### config.mk
export PLATFORM = sky130hd
export DESIGN_NAME = prht_datapath
export DESIGN_NICKNAME = d
export VERILOG_FILES = /design/src/sv/prht_pkg.sv /design/src/sv/prht_ram.sv /design/src/sv/prht_datapath.sv
export SDC_FILE = /design/constraint.sdc
export NUM_CORES = 1
export LEC_CHECK = 0
export ABC_CLOCK_PERIOD_IN_PS = 1800
export BUFFER_PORTS_ARGS = -buffer_cell sky130_fd_sc_hd__buf_2
export CORE_ASPECT_RATIO = 1.5
export CORE_MARGIN = 2
export CORE_UTILIZATION = 50
export CTS_BUF_LIST = sky130_fd_sc_hd__clkbuf_2 sky130_fd_sc_hd__clkbuf_4 sky130_fd_sc_hd__clkbuf_8
export CTS_CLUSTER_DIAMETER = 150
export CTS_CLUSTER_SIZE = 14
export DETAILED_ROUTE_END_ITERATION = 12
export GPL_ROUTABILITY_DRIVEN = 0
export PLACE_DENSITY = 0.77
export REMOVE_ABC_BUFFERS = 1
export SYNTH_ARGS = -nofsm -noshare
export SYNTH_HDL_FRONTEND = slang
export SYNTH_HIERARCHICAL = 1
export SYNTH_SLANG_ARGS = --single-unit
### constraint.sdc
create_clock -name clk -period 1.8 [get_ports clk]
set_input_delay 0.09 -clock clk [delete_from_list [all_inputs] [get_ports clk]]
set_output_delay 0.09 -clock clk [all_outputs]
set_load 0.01 [all_outputs]
### src/sv/prht_pkg.sv
// Shared constants, table entry layout and controller/datapath command and status types.
package prht_pkg;

    // Table size and derived widths.
    localparam int MAX_REGIONS = 16;
    localparam int ADDR_W      = $clog2(MAX_REGIONS);
    localparam int CNT_W       = $clog2(MAX_REGIONS + 1);
    localparam int SCAN_W      = (CNT_W > 5) ? CNT_W : 5;

    // Field widths.
    localparam int COORD_W = 10;
    localparam int IMAGE_W = 8;
    localparam int HOT_W   = 16;
    localparam int IDX_W   = 4;
    localparam int COUNT_W = 5;

    // Item kinds carried in the mode field.
    localparam logic MODE_WRITE = 1'b0;
    localparam logic MODE_QUERY = 1'b1;

    // One table entry as held in the region memory.
    typedef struct packed {
        logic [HOT_W-1:0]   hotspot;
        logic [IMAGE_W-1:0] image;
        logic [COORD_W-1:0] bottom;
        logic [COORD_W-1:0] right;
        logic [COORD_W-1:0] top;
        logic [COORD_W-1:0] left;
    } entry_t;

    localparam int ENTRY_W = $bits(entry_t);

    // Commands from the controller to the datapath.
    typedef struct packed {
        logic store;
        logic load;
        logic scan;
        logic pick_hit;
        logic pick_def;
        logic finish;
    } cmd_t;

    // Status from the datapath to the controller.
    typedef struct packed {
        logic hit;
        logic scan_end;
        logic out_free;
    } stat_t;

endpackage

### src/sv/prht_ram.sv
// Generic single-write, single-read RAM with registered read data.
module prht_ram #(
    parameter int WIDTH = 8,
    parameter int DEPTH = 16
) (
    input  logic                     clk,
    input  logic                     we,
    input  logic [$clog2(DEPTH)-1:0] waddr,
    input  logic [WIDTH-1:0]         wdata,
    input  logic [$clog2(DEPTH)-1:0] raddr,
    output logic [WIDTH-1:0]         rdata
);

    logic [WIDTH-1:0] mem [DEPTH];
    logic [WIDTH-1:0] rdata_reg;

    // Write port and registered read port.
    always_ff @(posedge clk)
    begin
        if (we)
        begin
            mem[waddr] <= wdata;
        end
        rdata_reg <= mem[raddr];
    end

    assign rdata = rdata_reg;

endmodule

### src/sv/prht_datapath.sv
// Datapath: region memory, scan pointer, hit compare and result registers.
module prht_datapath (
    input  logic                          clk,
    input  logic                          rst_n,
    input  logic                          cfg_we,
    input  logic [prht_pkg::COUNT_W-1:0]  cfg_data,
    input  prht_pkg::cmd_t                cmd,
    output prht_pkg::stat_t               stat,
    input  logic [prht_pkg::IDX_W-1:0]    entry_index,
    input  logic [prht_pkg::COORD_W-1:0]  left,
    input  logic [prht_pkg::COORD_W-1:0]  top,
    input  logic [prht_pkg::COORD_W-1:0]  right,
    input  logic [prht_pkg::COORD_W-1:0]  bottom,
    input  logic [prht_pkg::IMAGE_W-1:0]  entry_image,
    input  logic [prht_pkg::HOT_W-1:0]    entry_hotspot,
    input  logic [prht_pkg::COORD_W-1:0]  pos_x,
    input  logic [prht_pkg::COORD_W-1:0]  pos_y,
    input  logic                          out_ready,
    output logic                          out_valid,
    output logic [prht_pkg::IMAGE_W-1:0]  pointer_image,
    output logic [prht_pkg::HOT_W-1:0]    pointer_hotspot,
    output logic [prht_pkg::IMAGE_W-1:0]  previous_image,
    output logic [prht_pkg::IDX_W-1:0]    region_index
);

    localparam logic [prht_pkg::SCAN_W-1:0] MAX_CNT =
        prht_pkg::SCAN_W'(prht_pkg::MAX_REGIONS);
    localparam logic [prht_pkg::SCAN_W-1:0] ONE_CNT = prht_pkg::SCAN_W'(1);

    // Control registers.
    logic [prht_pkg::COUNT_W-1:0] count_reg,     count_next;
    logic [prht_pkg::SCAN_W-1:0]  limit_reg,     limit_next;
    logic [prht_pkg::SCAN_W-1:0]  ptr_reg,       ptr_next;
    logic [prht_pkg::SCAN_W-1:0]  rd_idx_reg,    rd_idx_next;
    logic                         rd_vld_reg,    rd_vld_next;
    logic [prht_pkg::IMAGE_W-1:0] cur_image_reg, cur_image_next;
    logic                         out_valid_reg, out_valid_next;

    // Payload registers.
    logic [prht_pkg::COORD_W-1:0] px_reg,        px_next;
    logic [prht_pkg::COORD_W-1:0] py_reg,        py_next;
    logic [prht_pkg::IMAGE_W-1:0] def_image_reg, def_image_next;
    logic [prht_pkg::HOT_W-1:0]   def_hot_reg,   def_hot_next;
    logic [prht_pkg::IMAGE_W-1:0] sel_image_reg, sel_image_next;
    logic [prht_pkg::HOT_W-1:0]   sel_hot_reg,   sel_hot_next;
    logic [prht_pkg::SCAN_W-1:0]  sel_idx_reg,   sel_idx_next;
    logic [prht_pkg::IMAGE_W-1:0] out_image_reg, out_image_next;
    logic [prht_pkg::HOT_W-1:0]   out_hot_reg,   out_hot_next;
    logic [prht_pkg::IMAGE_W-1:0] out_prev_reg,  out_prev_next;
    logic [prht_pkg::IDX_W-1:0]   out_idx_reg,   out_idx_next;

    logic [prht_pkg::SCAN_W-1:0]  count_ext;
    logic [prht_pkg::SCAN_W-1:0]  limit_calc;
    logic [prht_pkg::SCAN_W-1:0]  wr_ext;
    logic                         wr_en;
    logic                         issue;
    logic                         in_region;
    prht_pkg::entry_t             wr_entry;
    prht_pkg::entry_t             rd_entry;

    // Effective entry count: zero acts as one, large values saturate.
    assign count_ext  = prht_pkg::SCAN_W'(count_reg);
    assign limit_calc = (count_ext == '0)     ? ONE_CNT :
                        (count_ext > MAX_CNT) ? MAX_CNT : count_ext;

    // Table write, ignored for indexes beyond the table.
    assign wr_ext   = prht_pkg::SCAN_W'(entry_index);
    assign wr_en    = cmd.store && (wr_ext < MAX_CNT);
    assign wr_entry = '{hotspot: entry_hotspot, image: entry_image, bottom: bottom,
                        right: right, top: top, left: left};

    // One read is issued per scan cycle until the entry count is reached.
    assign issue = cmd.scan && (ptr_reg < limit_reg);

    prht_ram #(
        .WIDTH (prht_pkg::ENTRY_W),
        .DEPTH (prht_pkg::MAX_REGIONS)
    ) u_region_ram (
        .clk   (clk),
        .we    (wr_en),
        .waddr (wr_ext[prht_pkg::ADDR_W-1:0]),
        .wdata (wr_entry),
        .raddr (ptr_reg[prht_pkg::ADDR_W-1:0]),
        .rdata (rd_entry)
    );

    // Strict containment test on the entry just read.
    assign in_region = (px_reg > rd_entry.left) && (px_reg < rd_entry.right) &&
                       (py_reg > rd_entry.top)  && (py_reg < rd_entry.bottom);

    assign stat.hit      = rd_vld_reg && (rd_idx_reg != '0) && in_region;
    assign stat.scan_end = !rd_vld_reg && (ptr_reg >= limit_reg);
    assign stat.out_free = !out_valid_reg || out_ready;

    // Next-state logic for all registers.
    always_comb
    begin
        count_next     = cfg_we ? cfg_data : count_reg;
        limit_next     = limit_reg;
        ptr_next       = ptr_reg;
        rd_idx_next    = rd_idx_reg;
        rd_vld_next    = 1'b0;
        px_next        = px_reg;
        py_next        = py_reg;
        def_image_next = def_image_reg;
        def_hot_next   = def_hot_reg;
        sel_image_next = sel_image_reg;
        sel_hot_next   = sel_hot_reg;
        sel_idx_next   = sel_idx_reg;
        cur_image_next = cur_image_reg;
        out_image_next = out_image_reg;
        out_hot_next   = out_hot_reg;
        out_prev_next  = out_prev_reg;
        out_idx_next   = out_idx_reg;
        out_valid_next = out_ready ? 1'b0 : out_valid_reg;

        // Start of a query: latch position and count, rewind the pointer.
        if (cmd.load)
        begin
            px_next    = pos_x;
            py_next    = pos_y;
            limit_next = limit_calc;
            ptr_next   = '0;
        end

        // Scan step: advance the read pointer.
        if (issue)
        begin
            rd_vld_next = 1'b1;
            rd_idx_next = ptr_reg;
            ptr_next    = ptr_reg + ONE_CNT;
        end

        // The default entry is read first and kept aside.
        if (rd_vld_reg && (rd_idx_reg == '0))
        begin
            def_image_next = rd_entry.image;
            def_hot_next   = rd_entry.hotspot;
        end

        // Selection of the winning entry.
        if (cmd.pick_hit)
        begin
            sel_image_next = rd_entry.image;
            sel_hot_next   = rd_entry.hotspot;
            sel_idx_next   = rd_idx_reg;
        end
        else if (cmd.pick_def)
        begin
            sel_image_next = def_image_reg;
            sel_hot_next   = def_hot_reg;
            sel_idx_next   = '0;
        end

        // Result beat into the output register; the current shape moves on.
        if (cmd.finish)
        begin
            out_image_next = sel_image_reg;
            out_hot_next   = sel_hot_reg;
            out_prev_next  = cur_image_reg;
            out_idx_next   = sel_idx_reg[prht_pkg::IDX_W-1:0];
            cur_image_next = sel_image_reg;
            out_valid_next = 1'b1;
        end
    end

    // Control registers with reset.
    always_ff @(posedge clk or negedge rst_n)
    begin
        if (!rst_n)
        begin
            count_reg     <= prht_pkg::COUNT_W'(1);
            limit_reg     <= ONE_CNT;
            ptr_reg       <= '0;
            rd_idx_reg    <= '0;
            rd_vld_reg    <= 1'b0;
            cur_image_reg <= '0;
            out_valid_reg <= 1'b0;
        end
        else
        begin
            count_reg     <= count_next;
            limit_reg     <= limit_next;
            ptr_reg       <= ptr_next;
            rd_idx_reg    <= rd_idx_next;
            rd_vld_reg    <= rd_vld_next;
            cur_image_reg <= cur_image_next;
            out_valid_reg <= out_valid_next;
        end
    end

    // Payload registers.
    always_ff @(posedge clk)
    begin
        px_reg        <= px_next;
        py_reg        <= py_next;
        def_image_reg <= def_image_next;
        def_hot_reg   <= def_hot_next;
        sel_image_reg <= sel_image_next;
        sel_hot_reg   <= sel_hot_next;
        sel_idx_reg   <= sel_idx_next;
        out_image_reg <= out_image_next;
        out_hot_reg   <= out_hot_next;
        out_prev_reg  <= out_prev_next;
        out_idx_reg   <= out_idx_next;
    end

    assign out_valid       = out_valid_reg;
    assign pointer_image   = out_image_reg;
    assign pointer_hotspot = out_hot_reg;
    assign previous_image  = out_prev_reg;
    assign region_index    = out_idx_reg;

`ifndef SYNTH
    // A result beat appears only when the controller commits one.
    a_valid_from_finish: assert property (@(posedge clk) disable iff (!rst_n)
        $rose(out_valid_reg) |-> $past(cmd.finish))
        else $error("result beat raised without a commit");

    // A commit never overwrites a result that has not been taken.
    a_finish_free: assert property (@(posedge clk) disable iff (!rst_n)
        cmd.finish |-> (!out_valid_reg || out_ready))
        else $error("result register overwritten while stalled");

    // The effective count stays within the table.
    a_limit_range: assert property (@(posedge clk) disable iff (!rst_n)
        (limit_reg >= ONE_CNT) && (limit_reg <= MAX_CNT))
        else $error("effective entry count out of range");

    // Every read in flight lies below the effective count.
    a_read_in_range: assert property (@(posedge clk) disable iff (!rst_n)
        rd_vld_reg |-> (rd_idx_reg < limit_reg))
        else $error("scan read beyond the entries in use");
`endif

endmodule

# Word level (Yosys, flattened, before mapping)
# Memories as Yosys holds them, arrays and structs flattened. A register that Yosys moved wholly into a read port is not among the register bits.
# Index checks and enable logic that the tools add are counted.
dict set report totals {
  reg_bits 138
  n_memories 1
  elab_cells 61
  ramBits 1024
  input_bits 103
}
dict set report classes {
  muxes 15
  add_sub_neg 1
  n_reduce_logical 18
  n_lt_le_gt_ge 8
}
# name words width rd rd_ports_with_merged_regs wr line
set mem_list {}
lappend mem_list {u_region_ram.mem 16 64 1 1 1 prht_ram.sv:14} ;# logic [WIDTH-1:0] mem [DEPTH];
# cell n
set ops {}
lappend ops {{$mux 16} 2}
lappend ops {{$gt 10x10->1} 2}
lappend ops {{$lt 10x10->1} 2}
lappend ops {{$mux 5} 4}
lappend ops {{$mux 8} 2}
lappend ops {{$logic_not 5->1} 2}
lappend ops {{$logic_and 1x1->1} 9}
lappend ops {{$mux 4} 2}
lappend ops {{$reduce_bool 2->1} 3}
lappend ops {{$add 5x1->5 const B} 1}
lappend ops {{$ge 5x5->1} 1}
lappend ops {{$gt 5x5->1 const B} 1}
lappend ops {{$lt 4x5->1 const B} 1}
lappend ops {{$lt 5x5->1} 1}
lappend ops {{$mux 1} 5}
lappend ops {{$reduce_bool 5->1} 1}
lappend ops {{$logic_not 1->1} 2}
lappend ops {{$logic_or 1x1->1} 1}

# Logic depth before layout (Yosys ltp)
# Gate-level depths: netlist (run 1).
dict set report depth {
  word_depth 5
  mapped_depth 8
  depth_no_buf 7
}

# Modules after synthesis
# Netlist (run 1), hierarchy kept.
# mod seq_area_each_um2 instances cells_each area_each_um2
set by_module_without_submodules {}
lappend by_module_without_submodules {prht_ram 32030.7 1 1647 39581.7}
lappend by_module_without_submodules {prht_datapath 3996.3 1 379 5835.6}

# Worst setup path after synthesis (run 1)
# No wires, ideal clock.
dict set report synth_timing {
  kind {input port to flip-flop}
  from {input port entry_index[2] in the netlist's numbering}
  to {memory u_region_ram/mem[0][0] in the netlist's numbering (enable)}
  arrival_time_ns 4.953
  setup_ns 0.565
  path_slack_ns -3.719
  cell_stages 2
  path_cell_list {or3b_2 nor3_1}
}
dict set report synth_via {
  elab_chain_cells 4
}
# item line
set synth_lines {}
lappend synth_lines {{start, declared} prht_datapath.sv:9} ;# input logic [prht_pkg::IDX_W-1:0] entry_index,
lappend synth_lines {{$lt 4x5->1} prht_datapath.sv:68} ;# assign wr_en = cmd.store && (wr_ext < MAX_CNT);
lappend synth_lines {{$logic_and 1x1->1} prht_datapath.sv:68}
lappend synth_lines {{$mux 1} prht_ram.sv:20} ;# if (we)
lappend synth_lines {{$mux 1 (implied by the code)} prht_ram.sv:22} ;# mem[waddr] <= wdata;
lappend synth_lines {{end, declared} prht_ram.sv:14}
# Parallel ways exist; a longest one is shown, timed or not.

==> results of run 1 <==
==> final timing paths <==
check	from	endpoint	slack, ns
min reg2reg	u_region_ram/rdata[45]	def_image_reg[5]	0.39
min	pos_x[4]	px_reg[4]	0.04
max reg2reg	ptr_reg[0]	u_region_ram/rdata[51]	-0.48
min in group asynchronous	rst_n	ptr_reg[0]	0.39
max	px_reg[7]	stat[2]	-1.09
max in group asynchronous	rst_n	limit_reg[0]	1.17
==> cells in the mapped netlist (9+ instances only) <==
cell and number:
a21oi_1 13, nor2_1 24, ha_1 44, edfxtp_1 1132, buf_2 16, clkbuf_1 38
nor3_1 9, mux2_2 45, inv_1 46, mux4_2 256, dfxtp_1 64, buf_6 13
dfrtp_1 28, buf_1 16, a22oi_1 129, nand2_1 76
==> cell type report <==
type	count	area, sq um	share of cell area (%)
clock inverters	8	96.3	0.176
repair buffers	485	5220	9.54
well taps	1164	1460	2.66
multi-input cells	664	9750	17.8
diodes	6	15.0	0.0275
flip-flops and latches	1226	36000	65.9
clock buffers	174	1910	3.50
inverters	46	173	0.316
==> power by group <==
group | total [mW] | switching [mW] | internal, mW
clock network | 15.5 | 8.80 | 6.74
logic | 20.4 | 9.25 | 11.1
registers | 34.4 | 0.972 | 33.4
total | 70.3 | 19.0 | 51.3
==> logic make-up after synthesis <==
| group | synth area share, % |
|---|---|
| adders and majority gates | 1.21 |
| and+or+nand+nor | 1.50 |
| DFF | 79.3 |
| muxes | 13.8 |
| AOI/OAI and AO/OA | 2.66 |
| buffers and inverters | 1.45 |
| xor gates and xnor gates | 0.0193 |
==> per-stage QoR <==
stage	hold slack (ns)	utilization, %	setup TNS, ns	cells
final	0.0405	60.6	-19.35	3773
after global placement	0.157	54.5	-7.05	3392
after global routing	0.0100	60.6	-23.92	3772
after floorplan	-0.206	-	-2916.48	1936
after CTS	0.000723	60.4	-22.06	3767
after detailed placement	0.167	54.5	-9.16	3392
==> metal layers <==
| layer | vias to the layer above | global-route usage (%) |
|---|---|---|
| met1 | 12100 | 28.5 |
| met2 | 1102 | 41.2 |
| met5 | - | 0 |
| met4 | 6 | 8.69 |
| li1 | 9428 | - |
| met3 | 219 | 3.72 |
==> timing repair <==
item,CTS,global route
hold buffers,130,0
setup buffers,41,21
endpoints found under the hold margin,1337,0
setup endpoints to repair,96,98
gates resized for setup,199,99
cloned,22,2
pin swaps,125,73
==> out/metrics.yaml, run 1 <==
status: "finished with violations"
violations: "negative setup slack"
power.density_nw_per_um2: 1290
drt_iter0_drc: 2334
nFillCells: 5919
tightestPinTransition_ns: 0.785
placed_area_sq_um: 49200
synth_top_area_share_pct: 74.8
drc: 0
yosys-top-cells-area: "edfxtp_1, mux4_2, dfxtp_1, a22oi_1, dfrtp_1"
met1_length_um: 39100
synth_seq_cells: 1226
io_buffer_count: 142
maxSlewViolCount: 0
via_per_inst: 6.06
ys.flop_type: "edfxtp_1"
syn_area_sq_um: 45400
clockBufferDepth: 3
leakagePower_nw: 18.0
async_reset_ff_share_pct: 2.45
cp-start-kind: "flip-flop"
finalPower_mw: 70.3
most-common-layout-cells: "edfxtp_1, mux4_2, buf_2"
cp-end-kind: "primary output"
grt.overflow.total: 0
cts_tree: "done"
hold_viol: 0
cpMaxStageDelayCell: "edfxtp_1"
die_width_um: 250
start_util_pct: 50.4
cp_num_buf_inv: 2
cp_num_cells: 8
min_path_cells: 2
synthCells: 2026
core_area_sq_um: 90200
io_pins: 143
rsz0062_at_grt: "yes"
cap_violations: 0
firstDrtPassIters: 5
final_cell_area_sq_um: 54700
synth_edf_count: 1132
drive_gt1_share_pct: 39.3
clk_pin_slew_ns: 0.10
period_share_pct: 161
cts_buffers: 97
grtUsageTotal_pct: 23.1
grt_pass1_vias: 24300
die-area_sq_um: 93300
cp_cell_sequence: "ha_4, a21oi_4, o2111ai_1, nor3_1, nand4_1, nor4_2, buf_4, buf_6"
ys_warn_count: 6
peakVddDrop_v: 0.000685
antenna_found_initial: 9
crit_family: "simple AND/OR/NAND/NOR gates"
hp-class: "in -> reg"
synth_cell_types: 45
htree_levels: 3
finalCriticalPeriod_ns: 2.89
avgSynthCellArea_sq_um: 22.4
slew_headroom_pct: 47.7
ys_seq_area_share_pct: 79.3
r2r.worst_path.cells: 10
largest_reg_flops: 1024
fin_ws_ns: -1.09
clk_latency_ns: 0.84
worstPathMaxFanout: 2
antenna_left: 0
area_delta_synth_final_pct: 20.3
clock.fmax_ghz: 0.346
wl_met2_um: 57100
clock_skew_ns: 0.0578
vias: 22900
setup_violations: 92
nNetsFinal: 2667
post-dp-hpwl_um: 59100
die_h_um: 373
route.met3.wl_um: 7310
dp_slack_ns: -0.293
ctsRootBufferMaster: "clkbuf_8"
grt_max_degree: 49
grt_first_pass_wirelength_um: 158000
arrival_ns: 2.80
wirelength_um: 107000
synth_top_cell_by_area: "edfxtp_1"
clkSinkCount: 1226
rows: 135
max_stage_delay_ns: 0.48
criticalPathCategory: "reg -> out"
wl_per_cell_um: 28.5
crit_required_ns: 1.71
top_layer: "met5"
final_common_cell: "edfxtp_1"
(Power assumes the default switching activity.)
==> run 2, diff against run 1 <==
ABC_CLOCK_PERIOD_IN_PS = 2680   (was 1800)
PLACE_DENSITY = 0.74   (was 0.77)
SYNTH_HIERARCHICAL = default   (was 1)
clock period = 2.68 ns   (was 1.8 ns; I/O delays follow)
==> out/metrics.yaml, run 2 <==
status: "finished with violations"
violations: "negative setup slack"
hp-start: "entry_index[2]"
max_stage_delay_ns: 0.42  # -0.06 ns
tightestPinTransition_ns: 0.879  # +0.0947 ns
cp_num_buf_inv: 1  # -1
power_frac_comb_pct: 22.6  # -6.4 points
arrival_ns: 2.67  # -0.13 ns
htree_levels: 3  # unchanged
grt_first_pass_wirelength_um: 143000  # -9.5%
synth_edf_count: 1132  # unchanged
cp_common_cell: "nand4_1"
cp-start-kind: "flip-flop"
yosysMostFrequentCell: "edfxtp_1"
antenna_found_initial: 2  # -7
yosys-top-cells-area: "edfxtp_1, mux4_2, dfxtp_1, dfrtp_1, ha_1"
post-route-util_pct: 57.4  # -3.2 points
grtUsageTotal_pct: 21.0  # -2.2 points
grt_max_degree: 97  # +98%
most-common-layout-cells: "edfxtp_1, mux4_2, buf_2"
worstPathMaxFanout: 2  # unchanged
maxSlewViolCount: 0  # unchanged
crit_required_ns: 2.55  # +0.84 ns
start_util_pct: 50.5  # +0.14 points
synth_seq_cells: 1226  # unchanged
synthTopCellsByCount: "edfxtp_1, mux4_2, dfxtp_1"
finalCriticalPeriod_ns: 2.80
firstDrtPassIters: 7  # +2
crit_family: "simple AND/OR/NAND/NOR gates"
ys.flop_type: "edfxtp_1"
dp_slack_ns: 0.262  # +0.555 ns
syn_area_sq_um: 45600  # +0.46%
antenna_left: 0  # unchanged
via_per_inst: 5.94  # -2.0%
cap_violations: 0  # unchanged
final_common_cell: "edfxtp_1"
wirelength_um: 96700  # -10%
clockBufferDepth: 3  # unchanged
vias: 20700  # -9.3%
die-area_sq_um: 93700  # +0.45%
rsz0062_at_grt: "yes"
cts_buffers: 97  # unchanged
grt.overflow.total: 0  # unchanged
hold-path-endpoint: "u_region_ram.mem[5][48]"
ctsRootBufferMaster: "clkbuf_8"
drive_gt1_share_pct: 35.2  # -4.1 points
area_delta_synth_final_pct: 13.7
ys_seq_area_share_pct: 79.0  # -0.36 points
grt_pass1_vias: 22000  # -9.6%
hp-class: "in -> reg"
seqPwrFrac_pct: 53.6  # +4.7 points
clkSinkCount: 1226  # unchanged
clk_latency_ns: 0.79  # -0.05 ns
io_buffer_count: 142  # unchanged
async_reset_ff_share_pct: 2.45  # unchanged
clk_pin_slew_ns: 0.09  # about the same
synth_top_cell_by_area: "edfxtp_1"
drt_iter0_drc: 2222  # -4.8%
pwr-share-clk_pct: 23.8  # +1.7 points
cp-end-kind: "primary output"
leakagePower_nw: 16.8  # -6.5%
power_switching_mw: 10.7  # -44%
ys_warn_count: 0  # -6
wl_per_cell_um: 27.7  # -2.7%
cts_tree: "done"
synth_top_area_share_pct: 74.5  # -0.34 points
hold_viol: 0  # unchanged
slew_headroom_pct: 41.4  # -6.3 points
setup_violations: 1  # -99%
r2r_start: "ptr_reg[0]"
r2r_slack_ns: 0.23  # +0.71 ns
power.density_nw_per_um2: 828  # -36%
clock.fmax_ghz: 0.357
criticalPathCategory: "reg -> out"
post-dp-hpwl_um: 55600  # -5.9%
cp_cell_sequence: "ha_1, nand4_1, nor2_1, a31oi_1, nand4_1, nor4_4, buf_2"
fin_ws_ns: -0.121  # +0.972 ns
largest_reg_flops: 1024  # unchanged
synth_cell_types: 38  # -16%
drc: 0  # unchanged
min_path_cells: 3  # +1
nNetsFinal: 2392  # -10%
clock_skew_ns: 0.0463  # -0.0115 ns
core_area_sq_um: 90400  # +0.19%
placed_area_sq_um: 48700  # -1.1%
r2r.worst_path.cells: 4  # -6
die_width_um: 251  # +0.23%
final_cell_area_sq_um: 51900  # -5.1%
period_share_pct: 104
peakVddDrop_v: 0.000450  # -34%
cpMaxStageDelayCell: "edfxtp_1"
io_pins: 143  # unchanged
rows: 135  # unchanged
die_h_um: 374  # +0.23%
synthCells: 1886  # -6.9%
avgSynthCellArea_sq_um: 24.2  # +7.9%
r2r_end: "u_region_ram.rdata[37]"
internal-power_mw: 32.2  # -37%
swShare_pct: 25.0  # -2.1 points
==> run 2: cell types whose count changed in the layout (fill, tap and decap cells not counted), sizes merged, moves of 2 or more <==
| cell | change |
|---|---|
| nand2 | -65 |
| clkbuf | -2 |
| buf | -120 |
| diode | -4 |
| mux4 | +64 |
| inv | -5 |
| dlygate4sd3 | -24 |
| a22oi | -128 |
| clkinvlp | +2 |
==> run 2: cell families (layout without fill, tap and decap cells) <==
kind of cell | after synthesis | count (layout) | synth area share [%]
flip-flops | 1226 | 1226 | 79.0
multiplexers | 364 | 364 | 16.9
buffers and inverters | 126 | 564 | 1.44
AND/OR/NAND/NOR | 85 | 85 | 0.952
adder cells (fa/ha/maj) | 44 | 44 | 1.21
AO/OA/AOI/OAI | 41 | 41 | 0.557
other | 0 | 2 | 0
==> run 2: per-stage QoR <==
| step | total power, mW | TNS, ns | hold slack [ns] | cells |
|---|---|---|---|---|
| floorplan | 27.5 | -2002.15 | -0.162 | 1807 |
| global placement | 32.7 | 0 | 0.263 | 3202 |
| CTS | 43.3 | -0.244 | 0.0246 | 3488 |
| global route | 44.7 | -0.215 | 0.0844 | 3489 |
| finish | 43.0 | -0.121 | 0.108 | 3490 |
| detailed placement | 33.0 | 0 | 0.294 | 3202 |
==> run 2: per-layer routing <==
layer	track usage, %	share of wire, %
met5	0	0
met4	6.80	2.5
met3	2.87	5.8
met2	37.2	54
met1	26.8	38
==> run 2: how the worst max path moves through the flow <==
| stage | endpoint | cells after the start | start | slack [ns] |
|---|---|---|---|---|
| after floorplan | ptr_reg[4] | 4 | ptr_reg[0] | -8.36 |
| after global placement | u_region_ram.rdata[17] | 4 | ptr_reg[0] | 0.26 |
| after detailed placement | u_region_ram.rdata[37] | 4 | ptr_reg[0] | 0.26 |
| after CTS | stat[2] | 7 | py_reg[9] | -0.24 |
| after global routing | stat[2] | 7 | px_reg[4] | -0.22 |
| final | stat[2] | 7 | py_reg[2] | -0.12 |
==> run 2: final cells by class <==
type | instances | area [sq um]
sequential | 1226 | 36000
antenna | 2 | 5.00
inverter | 47 | 179
fill | 6247 | 38500
tap | 1164 | 1460
timing repair buffer | 339 | 3040
clock buffer | 174 | 1930
multi-input combinational | 534 | 9210
clock inverter | 4 | 31.3
==> run 2: tightest hold or removal path, cell delays in order <==
cell and delay, ns:
buf_2 0.12, nand3b_1 0.31, nor2_4 0.12
==> run 2: power groups by stage <==
stage	sequential [mW]	combinational [mW]	clock, mW
after global routing	23.2	10.4	11.1
after floorplan	23.4	4.16	0
after detailed placement	23.5	9.51	0
final	23.0	9.70	10.2
after CTS	23.1	9.81	10.5
after global placement	23.4	9.29	0
==> run 2: what timing repair did <==
| action | CTS | global route |
|---|---|---|
| pin swaps | 17 | 5 |
| setup buffers | 2 | 0 |
| endpoints found under the setup margin | 1 | 2 |
| hold buffers | 106 | 0 |
| gates resized for setup | 14 | 10 |
| endpoints found under the hold margin | 1152 | 0 |
| gates cloned | 0 | 0 |
==> run 3, diff against run 2 <==
ABC_CLOCK_PERIOD_IN_PS = 2800   (was 2680)
clock period = 2.8 ns   (was 2.68 ns; I/O delays follow)
==> out/metrics.yaml, run 3 (synthesis gave the netlist of run 2 again) <==
area_delta_synth_final_pct: 13.6  # about the same
clk_latency_ns: 0.78  # about the same
cp_num_cells: 8  # +1
cp_cell_sequence: "ha_4, a22oi_2, o2111ai_2, nor3_4, nand4_1, nor4_2, buf_4, buf_6"
clock_skew_ns: 0.0470  # +0.000679 ns
cts_tree: "done"
fin_ws_ns: -0.235  # -0.114 ns
core_area_sq_um: 90400  # unchanged
via_per_inst: 5.92  # -0.43%
grt_first_pass_wirelength_um: 142000  # -0.32%
rows: 135  # unchanged
die_width_um: 251  # unchanged
peakVddDrop_v: 0.000442  # -1.8%
tightestPinTransition_ns: 0.960  # +0.0809 ns
antenna_left: 0  # unchanged
clockBufferDepth: 3  # unchanged
period_share_pct: 108
clkSinkCount: 1226  # unchanged
min_path_cells: 2  # -1
drt_iter0_drc: 1939  # -13%
cap_violations: 0  # unchanged
grt_pass1_vias: 21800  # -0.88%
r2r_end: "ptr_reg[4]"
die-area_sq_um: 93700  # unchanged
clk_pin_slew_ns: 0.09  # about the same
arrival_ns: 2.89  # +0.22 ns
nNetsFinal: 2387  # -0.21%
violations: "negative setup slack"
most-common-layout-cells: "edfxtp_1, mux4_2, buf_2"
clock.fmax_ghz: 0.329
seq_area_sq_um: 36000  # unchanged
wl_per_cell_um: 27.6  # -0.47%
r2r_slack_ns: 0.33  # +0.10 ns
hold_viol: 0  # unchanged
setup_tns_ns: -0.235  # -0.114 ns
setup_violations: 1  # unchanged
start_util_pct: 50.5  # unchanged
htree_levels: 3  # unchanged
grt_max_degree: 113  # +16%
wirelength_um: 96300  # -0.44%
status: "finished with violations"
max_stage_delay_ns: 0.51  # +0.09 ns
vias: 20700  # -0.40%
multi_input_area_sq_um: 9170  # -0.42%
slew_headroom_pct: 36.0  # -5.4 points
worstPathMaxFanout: 2  # unchanged
criticalPathCategory: "reg -> out"
antenna_found_initial: 4  # +2
grtUsageTotal_pct: 20.8  # -0.13 points
cp_num_buf_inv: 2  # +1
leakagePower_nw: 16.8  # about the same
power.density_nw_per_um2: 792  # -4.4%
drive_gt1_share_pct: 35.1  # -0.043 points
cp-startpoint: "py_reg[9]"
hp-start: "pos_y[8]"
finalPower_mw: 41.0  # -4.5%
drc: 0  # unchanged
hold-worst-slack_ns: 0.0883  # -0.0196 ns
r2r.worst_path.cells: 6  # +2
die_h_um: 374  # unchanged
cp-start-kind: "flip-flop"
crit_family: "simple AND/OR/NAND/NOR gates"
endpoint: "stat[2]"
largest_reg_flops: 1024  # unchanged
grt.overflow.total: 0  # unchanged
post-dp-hpwl_um: 53900  # -3.1%
finalCriticalPeriod_ns: 3.03
r2r_start: "ptr_reg[2]"
cp-end-kind: "primary output"
nFillCells: 6238  # -0.14%
firstDrtPassIters: 7  # unchanged
hp-class: "in -> reg"
ctsRootBufferMaster: "clkbuf_8"
final_common_cell: "edfxtp_1"
io_buffer_count: 142  # unchanged
io_pins: 143  # unchanged
rsz0062_at_grt: "yes"
cpMaxStageDelayCell: "edfxtp_1"
cts_buffers: 97  # unchanged
maxSlewViolCount: 0  # unchanged
crit_required_ns: 2.66  # +0.11 ns
## run 3: cell types whose count changed in the layout (fill, tap and decap cells not counted), moves of 2 or more
cell,change
nor4_2,+2
ha_4,-3
nor3_1,-2
a21oi_1,+2
buf_12,-2
nor4_4,-2
ha_1,+3
nor3_2,+2
clkbuf_4,+3
o21ai_0,+3
buf_4,-3
o21ai_1,-3
a21oi_2,-2
## run 3: final cells by class
type | instances | share of cell area [%]
antenna | 3 | 0.0145
clock buffer | 177 | 3.76
clock inverter | 6 | 0.109
inverter | 47 | 0.345
multi-input combinational | 534 | 17.7
sequential | 1226 | 69.5
tap | 1164 | 2.81
timing repair buffer | 334 | 5.76
## run 3: worst min path at each step
stage / endpoint / slack, ns
floorplan: count_ext[1] / -0.16
global placement: cur_image_reg[1] / 0.27
detailed placement: cur_image_reg[1] / 0.29
CTS: py_reg[9] / 0.007
global route: px_reg[2] / 0.06
finish: py_reg[8] / 0.09
## run 3: stage by stage
step / instance area, sq um / utilization [%] / std cells / worst slack [ns]
finish: 51800 / 57.4 / 3491 / -0.235
global route: 51800 / 57.4 / 3491 / -0.356
CTS: 51800 / 57.3 / 3488 / -0.488
detailed placement: 48600 / 53.8 / 3197 / 0.175
global placement: 48600 / 53.8 / 3197 / 0.215
floorplan: 45100 / - / 1807 / -8.24
## run 3: layer usage
| metal | share of wire [%] | GRT usage (%) | wire [um] |
|---|---|---|---|
| met2 | 54 | 37.1 | 52200 |
| met5 | 0.014 | 0 | 13 |
| met1 | 38 | 26.7 | 36600 |
| met3 | 5.5 | 2.71 | 5330 |
| met4 | 2.3 | 6.39 | 2190 |
## run 3: timing repair
action	CTS	global route
gates resized for setup	8	11
buffers inserted	2	0
pin swaps	10	5
hold buffers	106	0
gates cloned	0	0
endpoints found under the hold margin	1157	0
endpoints found under the setup margin	1	1
## run 3: report_power, final
part           switching [mW]  internal, mW  total, mW  leakage (nW)
sequential              0.612          21.5       22.1          11.2
combinational            4.07          4.93       9.01          4.51
clock                    5.56          4.37       9.92          1.09
